`src/rtl/pncd_pkg.sv`:
```
// ---------------------------------------------------------------------------
// pncd_pkg
// shared types and constants for the palette nearest colour distance block
// ---------------------------------------------------------------------------
package pncd_pkg;

  localparam logic [1:0] FUNC_CLEAR     = 2'd0;
  localparam logic [1:0] FUNC_ADD_QUERY = 2'd1;
  localparam logic [1:0] FUNC_ADD_REF   = 2'd2;
  localparam logic [1:0] FUNC_COMPUTE   = 2'd3;

  localparam logic [1:0] STATUS_OK        = 2'd0;
  localparam logic [1:0] STATUS_NO_QUERY  = 2'd1;
  localparam logic [1:0] STATUS_NO_REF    = 2'd2;
  localparam logic [1:0] STATUS_OVERFLOW  = 2'd3;

  localparam int unsigned ChromaWeight = 49;
  localparam int unsigned D2Width      = 24;
  localparam int unsigned RootWidth    = 12;

  typedef enum logic [2:0] {
    ST_IDLE,
    ST_FETCH,
    ST_DIST,
    ST_ROOT,
    ST_DIV,
    ST_OUT
  } state_e;

  typedef struct packed {
    logic start_query;
    logic start_ref;
    logic fetch;
    logic eval;
    logic root_start;
    logic root_step;
    logic accum;
    logic div_start;
    logic div_step;
    logic capture;
  } cmd_t;

  typedef struct packed {
    logic ref_last;
    logic query_last;
    logic root_done;
    logic div_done;
  } stat_t;

endpackage

```
`src/rtl/pncd_ctrl.sv`:
```
// ---------------------------------------------------------------------------
// pncd_ctrl
// sequencer for the query/reference walk, root and mean division
// ---------------------------------------------------------------------------
module pncd_ctrl (
  input  logic           clk_i,
  input  logic           rst_ni,
  input  logic           go_i,
  input  logic           out_taken_i,
  input  pncd_pkg::stat_t stat_i,
  output pncd_pkg::cmd_t  cmd_o,
  output logic           busy_o,
  output logic           out_valid_o
);
  import pncd_pkg::*;

  state_e state_q, state_d;

  always_ff @(posedge clk_i or negedge rst_ni) begin
    if (!rst_ni) begin
      state_q <= ST_IDLE;
    end else begin
      state_q <= state_d;
    end
  end

  always_comb begin
    state_d     = state_q;
    cmd_o       = '0;
    busy_o      = 1'b1;
    out_valid_o = 1'b0;
    case (state_q)
      ST_IDLE: begin
        busy_o = 1'b0;
        if (go_i) begin
          cmd_o.start_query = 1'b1;
          cmd_o.start_ref   = 1'b1;
          state_d           = ST_FETCH;
        end
      end
      ST_FETCH: begin
        cmd_o.fetch = 1'b1;
        state_d     = ST_DIST;
      end
      ST_DIST: begin
        cmd_o.eval = 1'b1;
        if (stat_i.ref_last) begin
          cmd_o.root_start = 1'b1;
          state_d          = ST_ROOT;
        end else begin
          cmd_o.fetch = 1'b1;
        end
      end
      ST_ROOT: begin
        if (stat_i.root_done) begin
          cmd_o.accum = 1'b1;
          if (stat_i.query_last) begin
            cmd_o.div_start = 1'b1;
            state_d         = ST_DIV;
          end else begin
            cmd_o.start_ref = 1'b1;
            state_d         = ST_FETCH;
          end
        end else begin
          cmd_o.root_step = 1'b1;
        end
      end
      ST_DIV: begin
        if (stat_i.div_done) begin
          cmd_o.capture = 1'b1;
          state_d       = ST_OUT;
        end else begin
          cmd_o.div_step = 1'b1;
        end
      end
      ST_OUT: begin
        out_valid_o = 1'b1;
        if (out_taken_i) begin
          state_d = ST_IDLE;
        end
      end
      default: begin
        state_d = ST_IDLE;
      end
    endcase
  end

endmodule

```
`src/rtl/pncd_datapath.sv`:
```
// ---------------------------------------------------------------------------
// pncd_datapath
// palette memories, distance unit, serial root, serial divider
// ---------------------------------------------------------------------------
module pncd_datapath #(
  parameter int unsigned PALETTE_DEPTH = 64
) (
  input  logic            clk_i,
  input  logic            rst_ni,
  input  logic            wr_query_i,
  input  logic            wr_ref_i,
  input  logic [23:0]     colour_i,
  input  logic [$clog2(PALETTE_DEPTH+1)-1:0] query_count_i,
  input  logic [$clog2(PALETTE_DEPTH+1)-1:0] ref_count_i,
  input  pncd_pkg::cmd_t  cmd_i,
  output pncd_pkg::stat_t stat_o,
  output logic [15:0]     mean_o
);
  import pncd_pkg::*;

  localparam int unsigned CntW  = $clog2(PALETTE_DEPTH + 1);
  localparam int unsigned AddrW = (PALETTE_DEPTH > 1) ? $clog2(PALETTE_DEPTH) : 1;
  localparam int unsigned SumW  = RootWidth + CntW;
  localparam int unsigned NumW  = SumW + 8;
  localparam int unsigned RootSteps = D2Width / 2;

  logic [23:0] query_mem [PALETTE_DEPTH];
  logic [23:0] ref_mem   [PALETTE_DEPTH];
  logic [23:0] query_rd_q, ref_rd_q;

  logic [CntW-1:0] qi_q, rj_q;
  logic [D2Width-1:0] best_q;
  logic first_q;

  // palette writes and registered reads
  always_ff @(posedge clk_i) begin
    if (wr_query_i) begin
      query_mem[query_count_i[AddrW-1:0]] <= colour_i;
    end
    if (wr_ref_i) begin
      ref_mem[ref_count_i[AddrW-1:0]] <= colour_i;
    end
    if (cmd_i.fetch) begin
      query_rd_q <= query_mem[qi_q[AddrW-1:0]];
      ref_rd_q   <= ref_mem[rj_q[AddrW-1:0]];
    end
  end

  // weighted distance
  logic [7:0] dl, da, db;
  logic [15:0] dl2;
  logic [16:0] ab2;
  logic [D2Width-1:0] d2;

  always_comb begin
    dl  = (query_rd_q[23:16] > ref_rd_q[23:16]) ? query_rd_q[23:16] - ref_rd_q[23:16]
                                                : ref_rd_q[23:16] - query_rd_q[23:16];
    da  = (query_rd_q[15:8] > ref_rd_q[15:8]) ? query_rd_q[15:8] - ref_rd_q[15:8]
                                              : ref_rd_q[15:8] - query_rd_q[15:8];
    db  = (query_rd_q[7:0] > ref_rd_q[7:0]) ? query_rd_q[7:0] - ref_rd_q[7:0]
                                            : ref_rd_q[7:0] - query_rd_q[7:0];
    dl2 = dl * dl;
    ab2 = 17'(da) * 17'(da) + 17'(db) * 17'(db);
    d2  = D2Width'(dl2) + D2Width'(ab2) * D2Width'(ChromaWeight);
  end

  // serial square root, two bits per step
  logic [D2Width-1:0] rem_q, rem_d;
  logic [RootWidth-1:0] root_q, root_d;
  logic [D2Width-1:0] rad_q;
  logic [$clog2(RootSteps+1)-1:0] rcnt_q;
  logic [RootWidth+1:0] trial;
  logic [RootWidth+2:0] part;

  always_comb begin
    part   = {rem_q[RootWidth:0], rad_q[D2Width-1 -: 2]};
    trial  = {root_q, 2'b01};
    rem_d  = rem_q;
    root_d = {root_q[RootWidth-2:0], 1'b0};
    if (part >= {1'b0, trial}) begin
      rem_d  = D2Width'(part - {1'b0, trial});
      root_d = {root_q[RootWidth-2:0], 1'b1};
    end else begin
      rem_d  = D2Width'(part);
    end
  end

  // serial divider, restoring
  logic [NumW-1:0] num_q;
  logic [CntW:0]   drem_q;
  logic [CntW:0]   dshift;
  logic [$clog2(NumW+1)-1:0] dcnt_q;
  logic [SumW-1:0] sum_q;

  assign dshift = {drem_q[CntW-1:0], num_q[NumW-1]};

  always_ff @(posedge clk_i or negedge rst_ni) begin
    if (!rst_ni) begin
      qi_q    <= '0;
      rj_q    <= '0;
      first_q <= 1'b0;
      rcnt_q  <= '0;
      dcnt_q  <= '0;
    end else begin
      if (cmd_i.start_query) begin
        qi_q <= '0;
      end else if (cmd_i.accum) begin
        qi_q <= qi_q + 1'b1;
      end
      if (cmd_i.start_ref) begin
        rj_q    <= '0;
        first_q <= 1'b1;
      end else if (cmd_i.fetch) begin
        rj_q <= rj_q + 1'b1;
      end
      if (cmd_i.eval) begin
        first_q <= 1'b0;
      end
      if (cmd_i.root_start) begin
        rcnt_q <= '0;
      end else if (cmd_i.root_step) begin
        rcnt_q <= rcnt_q + 1'b1;
      end
      if (cmd_i.div_start) begin
        dcnt_q <= '0;
      end else if (cmd_i.div_step) begin
        dcnt_q <= dcnt_q + 1'b1;
      end
    end
  end

  always_ff @(posedge clk_i) begin
    if (cmd_i.eval && (first_q || d2 < best_q)) begin
      best_q <= d2;
    end
    if (cmd_i.root_start) begin
      rad_q  <= (first_q || d2 < best_q) ? d2 : best_q;
      rem_q  <= '0;
      root_q <= '0;
    end else if (cmd_i.root_step) begin
      rad_q  <= {rad_q[D2Width-3:0], 2'b00};
      rem_q  <= rem_d;
      root_q <= root_d;
    end
    if (cmd_i.start_query) begin
      sum_q <= '0;
    end else if (cmd_i.accum) begin
      sum_q <= sum_q + SumW'(root_q);
    end
    if (cmd_i.div_start) begin
      num_q  <= {sum_q + SumW'(root_q), 8'h00};
      drem_q <= '0;
    end else if (cmd_i.div_step) begin
      if (dshift >= {1'b0, query_count_i}) begin
        drem_q <= dshift - {1'b0, query_count_i};
        num_q  <= {num_q[NumW-2:0], 1'b1};
      end else begin
        drem_q <= dshift;
        num_q  <= {num_q[NumW-2:0], 1'b0};
      end
    end
  end

  assign stat_o.ref_last   = (rj_q == ref_count_i);
  assign stat_o.query_last = (qi_q == query_count_i - 1'b1);
  assign stat_o.root_done  = (rcnt_q == ($clog2(RootSteps+1))'(RootSteps));
  assign stat_o.div_done   = (dcnt_q == ($clog2(NumW+1))'(NumW));
  assign mean_o = (|num_q[NumW-1:16]) ? 16'hFFFF : num_q[15:0];

endmodule

```
`src/rtl/palette_nearest_colour_distance.sv`:
```
// ---------------------------------------------------------------------------
// palette_nearest_colour_distance
// mean nearest weighted colour distance between two palettes
// ---------------------------------------------------------------------------
//  channel | signals                                  | direction
//  in      | in_valid_i in_ready_o func/chan_l/a/b_i   | sink
//  out     | out_valid_o out_ready_i mean_distance/status_o | source
//
//  clear and append items complete as they are taken; they leave the block idle
//  compute walks every query/reference pair, keeping the nearest reference per query,
//  then takes a serial root per query and a restoring serial divide for the mean
//  a compute with an error status shows its result the cycle after it is taken
//  reset clears counts and the overflow flag; palette contents need no clear
//  the result is held on the output until taken; no new item meanwhile
module palette_nearest_colour_distance #(
  parameter int unsigned PALETTE_DEPTH = 64
) (
  input  logic        clk_i,
  input  logic        rst_ni,
  input  logic        in_valid_i,
  output logic        in_ready_o,
  input  logic [1:0]  func_i,
  input  logic [7:0]  chan_l_i,
  input  logic [7:0]  chan_a_i,
  input  logic [7:0]  chan_b_i,
  output logic        out_valid_o,
  input  logic        out_ready_i,
  output logic [15:0] mean_distance_o,
  output logic [1:0]  status_o
);
  import pncd_pkg::*;

  localparam int unsigned CntW = $clog2(PALETTE_DEPTH + 1);

  logic [CntW-1:0] qcnt_q, rcnt_q;
  logic ovf_q;
  logic [1:0] status_q;
  logic err_q;
  logic busy, busy_core, core_valid, accept;
  cmd_t cmd;
  stat_t stat;
  logic [15:0] mean;
  logic go, wr_q, wr_r;

  assign in_ready_o = !busy;
  assign accept     = in_valid_i && in_ready_o;
  assign go         = accept && (func_i == FUNC_COMPUTE);
  assign wr_q = accept && (func_i == FUNC_ADD_QUERY) && (qcnt_q < CntW'(PALETTE_DEPTH));
  assign wr_r = accept && (func_i == FUNC_ADD_REF) && (rcnt_q < CntW'(PALETTE_DEPTH));

  always_ff @(posedge clk_i or negedge rst_ni) begin
    if (!rst_ni) begin
      qcnt_q   <= '0;
      rcnt_q   <= '0;
      ovf_q    <= 1'b0;
      status_q <= STATUS_OK;
      err_q    <= 1'b0;
    end else begin
      if (accept && func_i == FUNC_CLEAR) begin
        qcnt_q <= '0;
        rcnt_q <= '0;
        ovf_q  <= 1'b0;
      end
      if (wr_q) begin
        qcnt_q <= qcnt_q + 1'b1;
      end
      if (wr_r) begin
        rcnt_q <= rcnt_q + 1'b1;
      end
      if (accept && ((func_i == FUNC_ADD_QUERY && !wr_q) ||
                     (func_i == FUNC_ADD_REF && !wr_r))) begin
        ovf_q <= 1'b1;
      end
      if (go) begin
        err_q <= (qcnt_q == '0) || (rcnt_q == '0) || ovf_q;
        if (qcnt_q == '0) begin
          status_q <= STATUS_NO_QUERY;
        end else if (rcnt_q == '0) begin
          status_q <= STATUS_NO_REF;
        end else if (ovf_q) begin
          status_q <= STATUS_OVERFLOW;
        end else begin
          status_q <= STATUS_OK;
        end
      end
    end
  end

  logic go_core, err_valid_q;

  assign go_core = go && (qcnt_q != '0) && (rcnt_q != '0) && !ovf_q;

  always_ff @(posedge clk_i or negedge rst_ni) begin
    if (!rst_ni) begin
      err_valid_q <= 1'b0;
    end else if (go && !go_core) begin
      err_valid_q <= 1'b1;
    end else if (out_ready_i) begin
      err_valid_q <= 1'b0;
    end
  end

  pncd_ctrl u_ctrl (
    .clk_i       (clk_i),
    .rst_ni      (rst_ni),
    .go_i        (go_core),
    .out_taken_i (out_ready_i),
    .stat_i      (stat),
    .cmd_o       (cmd),
    .busy_o      (busy_core),
    .out_valid_o (core_valid)
  );

  assign busy = busy_core || err_valid_q;

  pncd_datapath #(
    .PALETTE_DEPTH (PALETTE_DEPTH)
  ) u_dp (
    .clk_i         (clk_i),
    .rst_ni        (rst_ni),
    .wr_query_i    (wr_q),
    .wr_ref_i      (wr_r),
    .colour_i      ({chan_l_i, chan_a_i, chan_b_i}),
    .query_count_i (qcnt_q),
    .ref_count_i   (rcnt_q),
    .cmd_i         (cmd),
    .stat_o        (stat),
    .mean_o        (mean)
  );

  assign out_valid_o     = core_valid || err_valid_q;
  assign mean_distance_o = err_q ? 16'h0000 : mean;
  assign status_o        = status_q;

endmodule

```
`config.mk`:
```
export PLATFORM = sky130hd
export DESIGN_NAME = palette_nearest_colour_distance
export DESIGN_NICKNAME = d
export VERILOG_FILES = /design/src/rtl/pncd_pkg.sv /design/src/rtl/pncd_ctrl.sv /design/src/rtl/pncd_datapath.sv /design/src/rtl/palette_nearest_colour_distance.sv
export SDC_FILE = /design/constraint.sdc
export NUM_CORES = 2
export LEC_CHECK = 0
export BUFFER_PORTS_ARGS = -buffer_cell sky130_fd_sc_hd__buf_2
export CORE_MARGIN = 2
export CORE_UTILIZATION = 40
export CTS_CLUSTER_DIAMETER = 30
export DETAILED_ROUTE_END_ITERATION = 8
export GPL_TIMING_DRIVEN = 0
export HOLD_SLACK_MARGIN = 0.12
export PLACE_DENSITY_LB_ADDON = 0.3
export SYNTH_ARGS = -nofsm -noshare
export SYNTH_HDL_FRONTEND = slang
export SYNTH_SLANG_ARGS = --single-unit
export TNS_END_PERCENT = 30
```
`constraint.sdc`:
```
create_clock -name clk_i -period 17.61 [get_ports clk_i]
set_input_delay 0.8805 -clock clk_i [delete_from_list [all_inputs] [get_ports clk_i]]
set_output_delay 0.8805 -clock clk_i [all_outputs]
set_load 0.01 [all_outputs]
```
# Word level (Yosys, flattened, before mapping)
# Memory sizes are Yosys's and may differ from the RTL's. A register that Yosys moved wholly into a read port is not among the register bits.
# Index checks and enable logic that the tools add are counted.
[word_totals]
ff_bits = 172
ram_bits = 3072
input_bits = 30
output_inout_bits = 20
word_cells = 175
mem_count = 2
[classes]
n_addsub = 18
mul = 4
magnitude_cmp = 8
n_eq_ne = 17
muxes = 63
reduce_logical = 43
[memory_table]
columns = ["name", "words", "width", "rd", "rd_clocked_by_memory_dff", "write_ports", "line", "source"]
rows = [
  ["u_dp.query_mem", 64, 24, 1, 1, 1, "pncd_datapath.sv:27", "logic [23:0] query_mem [PALETTE_DEPTH];"],
  ["u_dp.ref_mem", 64, 24, 1, 1, 1, "pncd_datapath.sv:28", "logic [23:0] ref_mem [PALETTE_DEPTH];"],
]
[op_table]
columns = ["op", "count"]
rows = [
  ["two-way mux 24 bit", 3],
  ["two-way mux 7 bit", 8],
  ["two-way mux 27 bit", 2],
  ["multiplier 8 x 8 -> 16 bit", 3],
  ["subtractor 8 bit", 6],
  ["two-way mux 16 bit", 2],
  ["adder 7 x 1 -> 7 bit (second input constant)", 4],
  ["adder 16 x 23 -> 24 bit", 1],
  ["greater-than comparator 8 bit", 3],
  ["less-than comparator 24 bit", 1],
  ["two-way mux 8 bit", 3],
  ["multiplier 17 x 6 -> 23 bit (second input constant)", 1],
  ["two-way mux 1 bit", 23],
  ["two-way mux 3 bit", 7],
  ["adder 19 x 12 -> 19 bit", 1],
  ["one-hot mux 3 bit (6 select lines)", 1],
  ["nonzero test 2 bit", 9],
  ["adder 16 x 16 -> 17 bit", 1],
  [">= comparator 15 x 14 -> 1 bit", 1],
  ["logical AND 1 bit", 15],
  ["== test 7 bit", 2],
  ["logical NOT 7 bit", 2],
  ["less-than comparator 7 bit (second input constant)", 2],
  ["two-way mux 2 bit", 7],
  ["other kinds (25)", 45],
]

# Longest topological paths before layout
[logic_depth]
depth_word = 13
ltp_mapped = 58
depth_no_buf = 56

# Hierarchy
# From an unflattened synthesis, not the netlist that was laid out.
[unflattened]
cells_unflattened = 6846
area_unflattened_um2 = 137997.4
[modules_own_cells]
columns = ["module", "n_inst", "cells_per_inst", "area_each_um2", "seq_area_each_um2"]
rows = [
  ["pncd_datapath", 1, 6681, 136529.7, 97483.5],
  ["palette_nearest_colour_distance", 1, 129, 1173.6, 475.5],
  ["pncd_ctrl", 1, 36, 294.0, 75.1],
]

# Least setup slack after synthesis
# Ideal clock, no wire load.
[synth_timing]
path_type = "register -> register"
from = "reg u_dp.query_rd_q[8] (read register of u_dp.query_mem)"
to = "reg u_dp.best_q[0] (enable)"
setup_time_ps = 405
arrival_ps = 13263
required_time_ps = 17205
path_slack_ps = 3942
path_stages_with_launch = 52
n_path_buf = 1
period_less_slack_ps = 13668
path_cell_list = "edfxtp_1 inv_1 ha_1 inv_1 fa_1 a211oi_1 o21ai_1 a31o_4 a21boi_1 o32ai_4 nor2b_4 xor2_4 nor2_1 fa_1 inv_1 fa_1 fa_1 inv_1 [... 16 more ...] ha_1 ha_1 o211a_1 o31a_1 a221oi_1 nand2_1 a21o_1 a21oi_1 xnor2_1 ha_1 a21oi_1 nor2b_1 a2111oi_4 o2111ai_1 a41o_1 a21o_1 buf_2 nor2_1"
[synth_via]
elab_chain_len = 9
word_cells_on_any_way = 11
cone_classes = "add/sub (4); mul (2); order compare (2); mux (1); reduce/logical (2)"
[synth_lines]
columns = ["item", "line", "source"]
rows = [
  ["start, declared", "pncd_datapath.sv:29", "logic [23:0] query_rd_q, ref_rd_q;"],
  ["subtractor 8 bit, or another cell as far along", "pncd_datapath.sv:59", ": ref_rd_q[15:8] - query_rd_q[15:8];"],
  ["two-way mux 8 bit *", "pncd_datapath.sv:58", "da = (query_rd_q[15:8] > ref_rd_q[15:8]) ? query_rd_q[15:8] - ref_rd_q[15:8]"],
  ["multiplier 8 x 8 -> 16 bit *", "pncd_datapath.sv:63", "ab2 = 17'(da) * 17'(da) + 17'(db) * 17'(db);"],
  ["adder 16 x 16 -> 17 bit *", "pncd_datapath.sv:63", ""],
  ["multiplier 17 x 6 -> 23 bit *", "pncd_datapath.sv:64", "d2 = D2Width'(dl2) + D2Width'(ab2) * D2Width'(ChromaWeight);"],
  ["adder 16 x 23 -> 24 bit *", "pncd_datapath.sv:64", ""],
  ["via u_dp.d2[16]", "pncd_datapath.sv:53", "logic [D2Width-1:0] d2;"],
  ["less-than comparator 24 bit *", "pncd_datapath.sv:133", "if (cmd_i.eval && (first_q || d2 < best_q)) begin"],
  ["logical OR 1 bit *", "pncd_datapath.sv:133", ""],
  ["logical AND 1 bit *", "pncd_datapath.sv:133", ""],
  ["end signal, assigned", "pncd_datapath.sv:134", "best_q <= d2;"],
  ["end, declared", "pncd_datapath.sv:32", "logic [D2Width-1:0] best_q;"],
]
# The timed path passes the listed nets; every way through them passes the cells marked *.
# A chain may end at the register's enable or synchronous reset.

# Final worst setup path
[layout_timing]
from = "reg u_dp.query_rd_q[8] (read register of u_dp.query_mem)"
to = "reg u_dp.best_q[23] (enable)"
# The elaborated chain is that of the path after synthesis.

==> metrics.yaml <==
crit_cells: 50
worstSetupStartpointType: "flip-flop"
drive_gt1_share_pct: 30.2
rows: 215
finalNetCount: 7934
busiest_layer: "met2"
period_share_pct: 86.1
path_buf_inv: 9
skew_ns: 0.0737
critical_path.most_common_cell: "fa_1"
hold_depth: 3
fin_area_um2: 167000
slowest_delay_ns: 0.64
wire_per_inst_um: 28.4
grt_pass1_wl_um: 513000
htreeDepth: 6
cp_top_family: "adder cells"
cts_root_buf: "clkbuf_16"
io-pin-count: 50
drv_cap: 0
maxSlewHeadroom_pct: 3.75
end_kind: "flip-flop"
die-area_um2: 349000
wl_um: 356000
port_buffers: 49
synth.avg_cell_area_um2: 20.4
synthArstFlopShare_pct: 1.40
grt_use_met2_pct: 32.3
grt_pass1_vias: 72247
setup_viol: 0
die_x_um: 591
rsz0062_at_grt: "false"
hpwlAfterDp_um: 233000
synth_ff_type: "edfxtp_1"
cp_max_fo: 13
clkLatencyLatePin_ns: 1.03
coreArea_um2: 343000
cts_tree: "built"
setup_tns_ns: 0
hold_violations: 0
drt_iter0_drc: 8072
syn_to_final_growth_pct: 21.5
dpl-instance-area_um2: 147000
cts.sinks: 3292
cts_buffer_depth: 4
met1_usage_pct: 28.1
maxSlewViolCount: 0
hold_class: "input port to flip-flop"
tightest_slew_ns: 1.44
die_h_um: 591
slowest_stage: "nor2_2"
critical_path_class: "flip-flop to flip-flop"
dr.pass1.iters: 6
initial_utilization_pct: 40.2
drt.antenna.violating_nets: 0
synth_cell_type_count: 100
outcome: "complete, no violations"
vias: 70358
use_met3_pct: 4.52
antenna_found_initial: 36
track_usage_pct: 20.3
ys.warnings.count: 0
viasPerCell: 5.61
synth_seq_cells: 3292
route.detailed.drc: 0
clk_transition_reported_paths_ns: 0.05
cp.required_ns: 18.30
grt_max_degree: 97
critPathArrivalTime_ns: 15.86
max_freq_mhz: 65.9
cts_buffers: 590
grt.overflow.total: 0
synth_area_um2: 138000
worstRegToRegCells: 50
syn_inst: 6748
finalCriticalPeriod_ns: 15.17
ys_seq_area_share_pct: 71.2
gp_congestion: 0.848
synth-edff-count: 3187
syn_nets: 7196
-- cell families after synthesis --
group	after synthesis	share of synthesized area [%]
flops	3292	71.2
mux	1057	16.8
simple gates	786	2.66
buf+inv	661	1.96
fa+ha+maj	418	4.57
compound gates	406	1.93
xor+xnor	128	0.874
-- layer usage --
metal	part of all wire (%)	up-vias	wire, µm
met5	0.016	-	58
met4	3.1	8	10900
met3	8.5	575	30300
met2	47	3073	168000
met1	41	37575	146000
li1	-	29127	-
-- layout make-up --
type / instances / area (µm²)
repair buffers: 146 / 2600
flip-flops and latches: 3292 / 98000
clock buffers: 648 / 15100
well taps: 4557 / 5700
inverters: 352 / 1320
clock inverters: 426 / 5210
plain buffers: 309 / 1380
multi-input cells: 2795 / 38000
diodes: 11 / 27.5
fillers: 27385 / 176000
-- repair_timing --
action,in CTS,in global routing
hold buffers,1,0
resized for setup,0,0
endpoints found under the hold margin,1,0
buffers inserted,0,0
-- state kept, by name, indices dropped and copies added (netlist names), 12 cells and up --
name / flops
u_dp.query_rd_q: 24
u_dp.rad_q: 24
u_dp.ref_mem: 1536
u_dp.ref_rd_q: 24
u_dp.query_mem: 1536
u_dp.best_q: 24
u_dp.num_q: 27
u_dp.sum_q: 19
u_dp.rem_q: 13
u_dp.root_q: 12
-- synth_stat cells, types with 4 or more instances --
| master | n | share of area (%) |
|---|---|---|
| dfrtp_1 | 46 | 0.84 |
| and2_1 | 14 | 0.064 |
| ha_1 | 276 | 2.5 |
| buf_1 | 27 | 0.074 |
| o31ai_1 | 14 | 0.076 |
| a21oi_1 | 98 | 0.36 |
| o21ai_1 | 6 | 0.022 |
| xor2_1 | 50 | 0.32 |
| nor3_1 | 26 | 0.094 |
| nand2b_1 | 24 | 0.11 |
| nor2b_1 | 21 | 0.095 |
| o2111ai_1 | 4 | 0.025 |
| or2_2 | 19 | 0.086 |
| buf_2 | 95 | 0.35 |
| nand3b_1 | 6 | 0.033 |
| dfxtp_1 | 59 | 0.86 |
| o211ai_1 | 11 | 0.060 |
| a21boi_0 | 6 | 0.033 |
| edfxtp_1 | 3187 | 69 |
| xnor2_1 | 73 | 0.46 |
| o21bai_1 | 5 | 0.027 |
| fa_1 | 142 | 2.1 |
| mux2i_1 | 42 | 0.31 |
| and4_1 | 8 | 0.051 |
| a31oi_1 | 13 | 0.059 |
| a22o_1 | 10 | 0.064 |
| and3_1 | 9 | 0.041 |
| o21a_1 | 17 | 0.093 |
| clkbuf_1 | 171 | 0.47 |
| inv_1 | 352 | 0.96 |
| o21ai_0 | 115 | 0.42 |
| or3_1 | 15 | 0.068 |
| nor4_1 | 8 | 0.036 |
| a21o_1 | 30 | 0.16 |
| nor3b_1 | 8 | 0.044 |
| buf_6 | 12 | 0.098 |
| nor2_1 | 314 | 0.86 |
| nand3_1 | 74 | 0.27 |
| o22ai_1 | 8 | 0.036 |
| nand2_1 | 189 | 0.51 |
| mux2_2 | 6 | 0.049 |
| nand4_1 | 28 | 0.13 |
| a211oi_1 | 21 | 0.11 |
| mux4_2 | 1008 | 16 |
-- cells in the final DEF (no fill, tap or decap), drive strengths merged, types with 16 or more instances in the layout --
cell type  synthesis  layout
a211oi            21      21
a21o              30      30
a21oi            101     101
buf              137     282
bufinv             0      75
clkbuf           172     820
clkinv             0     233
clkinvlp           0      62
dfrtp             46      46
dfxtp             59      59
edfxtp          3187    3187
fa               142     142
ha               276     276
inv              352     408
mux2i             42      42
mux4            1008    1008
nand2            190     190
nand2b            24      24
nand3             74      74
nand4             28      28
nor2             314     314
nor2b             22      22
nor3              29      29
o21a              18      18
o21ai            124     124
or2               21      21
or3               16      16
xnor2             76      76
xor2              52      52
-- worst register-to-register path, delay by kind of cell, from the launching register on --
family / cells / cell delay (ns)
xor gates and xnor gates: 3 / 1.28
buffers and inverters: 9 / 1.11
adders and majority gates: 16 / 6.75
and+or+nand+nor: 7 / 1.69
DFF: 1 / 0.42
AOI/OAI and AO/OA: 15 / 3.59
-- final timing paths --
check | from | to | slack, ns
setup reg to reg | u_dp.query_rd_q[8] | u_dp.best_q[23] | 2.44
hold reg to reg | u_dp.sum_q[4] | u_dp.sum_q[4] | 0.46
min in group asynchronous | rst_ni | u_dp.dcnt_q[0] | 0.51
max in group asynchronous | rst_ni | qcnt_q[0] | 16.55
setup / recovery | u_dp.query_rd_q[8] | u_dp.best_q[23] | 2.44
hold / removal | out_ready_i | err_valid_q | 0.23
-- per-stage QoR --
stage / worst slack, ns / util [%] / instances / hold slack, ns
5_1_grt: 1.48 / 48.8 / 12526 / 0.207
4_1_cts: 2.44 / 48.8 / 12525 / 0.143
3_5_place_dp: 2.53 / 42.9 / 11450 / 0.452
6_report: 2.44 / 48.8 / 12536 / 0.228
2_1_floorplan: 3.94 / - / 6748 / 0.432
3_3_place_gp: 1.65 / 41.9 / 11354 / 0.439
Power is left out: the tool's default activity adds up to more than one toggle a clock period on the data nets, which glitch-free logic cannot reach.
